### src/rtl/acs_pkg.sv
// Shared types and constants for the accumulator CPU step core.
// Depends on nothing; imported by acs_div and accumulator_cpu_step_core.
package acs_pkg;

    localparam int unsigned BYTE_W = 8;
    localparam int unsigned ADDR_W = 12;

    // request kinds
    localparam logic [1:0] REQ_WRITE = 2'd0;
    localparam logic [1:0] REQ_READ  = 2'd1;
    localparam logic [1:0] REQ_EXEC  = 2'd2;

    // opcodes (high nibble of an instruction byte)
    localparam logic [3:0] OP_LOAD  = 4'h0;
    localparam logic [3:0] OP_STORE = 4'h1;
    localparam logic [3:0] OP_MOVE  = 4'h2;
    localparam logic [3:0] OP_GET   = 4'h3;
    localparam logic [3:0] OP_CLEAR = 4'h4;
    localparam logic [3:0] OP_ADD   = 4'h5;
    localparam logic [3:0] OP_NEG   = 4'h6;
    localparam logic [3:0] OP_MUL   = 4'h7;
    localparam logic [3:0] OP_DIV   = 4'h8;
    localparam logic [3:0] OP_GT    = 4'h9;
    localparam logic [3:0] OP_EQ    = 4'hA;
    localparam logic [3:0] OP_JMP   = 4'hB;
    localparam logic [3:0] OP_JC    = 4'hC;
    localparam logic [3:0] OP_HALT  = 4'hD;

    // operand codes
    localparam logic [3:0] OPD_TEMP = 4'd4;
    localparam logic [3:0] OPD_ACC  = 4'd5;

    typedef struct packed {
        logic [1:0]        req_type;
        logic [ADDR_W-1:0] mem_addr;
        logic [BYTE_W-1:0] mem_data;
    } req_t;

    typedef struct packed {
        logic [BYTE_W-1:0] read_byte;
        logic [BYTE_W-1:0] acc_value;
        logic [BYTE_W-1:0] pc_value;
        logic              flag_value;
        logic              is_halted;
    } rsp_t;

endpackage

### src/rtl/acs_div.sv
// Iterative unsigned byte divider, one quotient bit per cycle (restoring).
// Depends on acs_pkg for the byte width.
module acs_div (
    input  logic       aclk,
    input  logic       aresetn,
    input  logic       start,
    input  logic [7:0] dividend,
    input  logic [7:0] divisor,
    output logic       done,
    output logic [7:0] quotient
);
    import acs_pkg::*;

    localparam int unsigned CNT_W = $clog2(BYTE_W);

    logic              busy_reg;
    logic              done_reg;
    logic [CNT_W-1:0]  cnt_reg;
    logic [BYTE_W-1:0] rem_reg;
    logic [BYTE_W-1:0] quo_reg;
    logic [BYTE_W-1:0] dsr_reg;

    logic [BYTE_W:0]   shifted;
    logic [BYTE_W+1:0] diff;

    always_comb begin
        shifted = {rem_reg, quo_reg[BYTE_W-1]};
        diff    = {1'b0, shifted} - {2'b00, dsr_reg};
    end

    always_ff @(posedge aclk) begin
        if (!aresetn) begin
            busy_reg <= 1'b0;
            done_reg <= 1'b0;
            cnt_reg  <= '0;
        end else begin
            done_reg <= 1'b0;
            if (start) begin
                busy_reg <= 1'b1;
                cnt_reg  <= '0;
                rem_reg  <= '0;
                quo_reg  <= dividend;
                dsr_reg  <= divisor;
            end else if (busy_reg) begin
                // borrow clear: divisor fits, take the difference
                if (!diff[BYTE_W+1]) begin
                    rem_reg <= diff[BYTE_W-1:0];
                end else begin
                    rem_reg <= shifted[BYTE_W-1:0];
                end
                quo_reg <= {quo_reg[BYTE_W-2:0], ~diff[BYTE_W+1]};
                cnt_reg <= cnt_reg + 1'b1;
                if (cnt_reg == CNT_W'(BYTE_W - 1)) begin
                    busy_reg <= 1'b0;
                    done_reg <= 1'b1;
                end
            end
        end
    end

    assign done     = done_reg;
    assign quotient = quo_reg;

endmodule

### config.mk
export PLATFORM = sky130hd
export DESIGN_NAME = acs_div
export DESIGN_NICKNAME = d
export VERILOG_FILES = /design/src/rtl/acs_pkg.sv /design/src/rtl/acs_div.sv
export SDC_FILE = /design/constraint.sdc
export NUM_CORES = 1
export LEC_CHECK = 0
export BUFFER_PORTS_ARGS = -buffer_cell sky130_fd_sc_hd__clkbuf_2
export CELL_PAD_IN_SITES_DETAIL_PLACEMENT = 1
export CELL_PAD_IN_SITES_GLOBAL_PLACEMENT = 2
export CORE_MARGIN = 1.5
export CORE_UTILIZATION = 38
export CTS_CLUSTER_DIAMETER = 120
export DETAILED_ROUTE_END_ITERATION = 16
export PLACE_DENSITY_LB_ADDON = 0.1
export SLEW_MARGIN = 30
export SYNTH_ARGS = -nofsm -noshare
export SYNTH_HDL_FRONTEND = slang
export SYNTH_SLANG_ARGS = --single-unit
### constraint.sdc
create_clock -name aclk -period 4.3 [get_ports aclk]
set_clock_uncertainty 0.1 [all_clocks]
set_input_delay 0.43 -clock aclk [delete_from_list [all_inputs] [get_ports aclk]]
set_output_delay 0.43 -clock aclk [all_outputs]
set_load 0.01 [all_outputs]
After elaboration in Yosys (flattened, before gate mapping)

Index checks and enable logic that the tools add are counted.

Register bits: 29
Input bits: 19
Output and inout bits: 9
Logic and storage cells: 25

$add $sub $neg: 2
Equal/unequal tests: 1
Multiplexer cells: 8
Bitwise gates (word level): 3
Reduce and logical (&&, ||, !) cells: 5

Operator list:

| kind                                         | count |
|---|---|
| 2-to-1 mux 8 bit                             | 4 |
| subtractor 9 x 8 -> 10 bit                   | 1 |
| 2-to-1 mux 1 bit                             | 4 |
| AND reduction 2 bit                          | 2 |
| adder 3 x 1 -> 3 bit (second input constant) | 1 |
| equality test 3 bit (second input constant)  | 1 |
| inverter 1 bit                               | 3 |
| OR reduction 3 bit                           | 1 |
| nonzero test 2 bit                           | 1 |
| OR reduction 2 bit                           | 1 |

Logic depth before layout (Yosys ltp)

Depth in word-level cells: 4
Mapped depth: 8
Depth with buffers taken out: 8

Worst setup path after synthesis

No wires, ideal clock.

Path kind: reg-to-reg
From: register quo_reg[7] (netlist: quotient[7])
To: register rem_reg[6] (data pin)
Library setup time: 0.257 ns
Arrival time: 1.901 ns
Path slack: 2.042 ns
Stages on the path, launching flop included: 9
Buffers on the path: 0
Path through: edfxtp_1 -> inv_1 -> ha_1 -> fa_1 -> nor2b_4 -> o31a_1 -> o21a_1 -> or3_1 -> a32o_1

Word-level cells in the longest chain between the ends: 3

Ends and longest elaborated chain:

| element                    | line          | RTL |
|---|---|---|
| start, declared            | acs_div.sv:20 | `logic [BYTE_W-1:0] quo_reg;` |
| start signal, assigned     | acs_div.sv:42 | `quo_reg <= dividend;` |
| start signal, assigned     | acs_div.sv:51 | `quo_reg <= {quo_reg[BYTE_W-2:0], ~diff[BYTE_W+1]};` |
| subtractor 9 x 8 -> 10 bit | acs_div.sv:28 | `diff = {1'b0, shifted} - {2'b00, dsr_reg};` |
| 2-to-1 mux 8 bit           | acs_div.sv:46 | `if (!diff[BYTE_W+1]) begin` |
| 2-to-1 mux 8 bit           | acs_div.sv:44 | `end else if (busy_reg) begin` |
| end signal, assigned       | acs_div.sv:47 | `rem_reg <= diff[BYTE_W-1:0];` |
| end signal, assigned       | acs_div.sv:49 | `rem_reg <= shifted[BYTE_W-1:0];` |
| end, declared              | acs_div.sv:19 | `logic [BYTE_W-1:0] rem_reg;` |

Every way passes these cells. The select of a mux whose other input is x is not followed.
A chain may end at the register's enable or synchronous reset.

Worst setup path in the final report

Ends and elaborated chain as after synthesis.

==> impl_results.md <==
- Top delay family on crit path: compound AO/OA/AOI/OAI gates
- Hold Crit Start: divisor[3]
- First-pass GRT wire length: 5150 µm
- Clock insertion delay at the later pin of the skew report: 0.28 ns
- Antenna-violating nets left: 0
- Post-DP HPWL: 2330 µm
- Critical path cell sequence: inv_1 > ha_1 > fa_1 > nor2b_4 > o31a_1 > o21a_1 > or3_1 > a32o_1
- Slew @ Worst Pin: 0.759 ns
- GRT overflow: 0
- Core area: 3740 µm²
- CTS Buf Count: 5
- Commonest cells after routing, fill and taps aside: 27 x clkbuf_2, 24 x edfxtp_1, 10 x inv_1, 10 x nor2_1, 10 x ha_1
- 1st-pass router iterations: 4
- Min Tclk post-route: 2.37 ns
- Worst reg2reg startpoint: quotient[7]
- # DRC: 0
- Critical Path AT: 2.30 ns
- WHS: 0.221 ns
- Worst Hold End: dsr_reg[3]
- Synth Net Count: 154
- Synthesized area: 1530 µm²
- Unrepaired setup endpoints after global routing: no
- Placer Congestion: 0.813
- 1st-iter DRT viols: 70
- CTS tree: built
- Pwr/cell area: 388 nW/µm²
- Clk slew on worst S/H paths: 0.06 ns
- Class of the worst hold path: in -> reg
- Crit path max fanout: 3
- Die ar.: 4400 µm²
- Syn_area_per_cell: 12.3 µm²
- CTS Buffer Depth: 2
- Root buffer cell: clkbuf_8
- Vias in the first global route: 1089
- CTS H-tree depth: 2
- PnR worst setup slack: 1.93 ns
- Bufs and invs on worst path: 1
- Largest net degree at the start of global routing: 19
- Clk sinks: 29
- Final Cell Area: 1790 µm²
- R2r endpoint: rem_reg[6]
- Final hold viol count: 0
- Kind of critical path: reg -> reg
- P_leak: 0.747 nW
- Max_cap viols: 0
- GRT Resource Usage Total: 0.161
- Die width: 66.4 µm
- Final worst path period share: 0.552
- Post-CTS sizing: 0
- Diodes inserted: 0
- WHS Path Cells: 1
- Final setup viols: 0
- Share of layout cells above drive strength 1: 0.288
- Worst vdd ir: 0.252 mV
- Core Util, Final: 0.479
- R2R setup slack: 1.93 ns
- Slowest cell on crit path: edfxtp_1
- Initial antenna violation count: 0
- Seq cells post-synth: 29
- TNS Setup: 0 ns
- Max-slew headroom: 0.494
- Total wire length: 3100 µm
- Site Rows: 22
- Status: complete, no violations
- Vias per inst: 5.19
- Hold_buf cts: 0
- Post-CTS Setup Bufs: 0
- Vias: 1059
- Total power: 0.695 mW
- Area delta synth->final: 17.5%
- DP Worst Slack: 1.94 ns
- Layout Nets: 185
- Fin cells: 204
- CP startpoint kind: flip-flop
- WL/cell: 15.2 µm
- Synth Instances: 124
- FF-to-FF path depth: 8
- Dpl cell area: 1710 µm²
- Height of the die: 66.4 µm
- Max frequency: 421 MHz
- Buffers added on ports: 27
- CP max stage delay: 0.41 ns
- CP Data Required Time: 4.23 ns
- Starting Density: 0.407
- CP endpoint kind: flip-flop
- Max Slew Vio Count: 0
- Num ports: 28
- Yosys Warn Count: 0
- Sequential fraction of the synthesis area: 0.538
- Commonest non-fill, non-tap cell in the layout: clkbuf_2
- Unique masters post-synth: 36
- Placed Instances: 196
## power by group
part	switching [mW]	leakage, nW	internal (mW)	total, mW
registers	0.0113	0.270	0.331	0.342
logic	0.0785	0.432	0.0627	0.141
clock network	0.101	0.0450	0.112	0.212
total	0.190	0.747	0.505	0.695
## metal layers
layer | up-vias | track usage | wire length, µm
met4 | 0 | 0.0612 | 30
met2 | 21 | 0.248 | 1480
met1 | 515 | 0.210 | 1450
met5 | - | 0 | 0
met3 | 3 | 0.0511 | 129
li1 | 520 | - | -
## worst max path at each step
| stage | startpoint | to | cells after the start | slack (ns) |
|---|---|---|---|---|
| final | quotient[7] | rem_reg[6] | 8 | 1.93 |
| after global routing | quotient[7] | rem_reg[6] | 8 | 1.81 |
| after CTS | quotient[7] | rem_reg[6] | 8 | 1.91 |
| after detailed placement | quotient[7] | rem_reg[6] | 8 | 1.94 |
| after global placement | quotient[7] | rem_reg[6] | 8 | 1.95 |
| after floorplan | quotient[7] | rem_reg[6] | 8 | 2.04 |
## cell type report
cell class	count	area, µm²
multi-input combinational	82	656
clock inverter	2	10.0
inverter	10	37.5
fill	434	1950
timing repair buffer	27	135
sequential	29	821
clock buffer	6	72.6
tap	48	60.1
## worst reg2reg max path, delay by kind of cell, from the launching register on
kind | cells | cell delay (ns)
compound gates | 3 | 0.70
fa+ha+maj | 2 | 0.47
buf+inv | 1 | 0.08
flops | 1 | 0.41
simple gates | 2 | 0.37
## Yosys cell counts
cell,count,area [µm²]
a32o_1,1,10.0
o31a_1,2,17.5
nand2_1,4,15.0
xnor2_1,3,26.3
and3_1,1,6.26
clkbuf_1,3,11.3
o21a_1,4,30.0
o31ai_1,1,7.51
nand4_1,1,6.26
ha_1,10,125
mux2i_1,2,20.0
o2111ai_4,1,26.3
o2111a_1,1,11.3
o2bb2ai_1,1,8.76
and2_1,1,6.26
nand3_1,3,15.0
o211a_1,1,10.0
nor2_1,10,37.5
inv_1,10,37.5
o21ai_0,4,20.0
o211ai_1,1,7.51
or3_1,1,6.26
nor3_2,1,10.0
a21boi_0,1,7.51
a21o_1,1,7.51
nor2b_1,3,18.8
mux2_2,8,90.1
nor2b_4,1,13.8
dfxtp_1,5,100
xor2_1,1,8.76
a21oi_1,5,25.0
edfxtp_1,24,721
nand2b_1,1,6.26
nor3_1,4,20.0
a211oi_1,2,15.0
fa_1,1,20.0
## cell families (layout without fill, tap and decap cells)
group / Yosys count / count (layout) / synth area share
compound gates: 26 / 26 / 0.134
mux: 10 / 10 / 0.0722
buf+inv: 13 / 45 / 0.0320
xor+xnor: 4 / 4 / 0.0230
flops: 29 / 29 / 0.538
simple gates: 31 / 31 / 0.106
fa+ha+maj: 11 / 11 / 0.0952
Power figures use the tool's default switching activity.
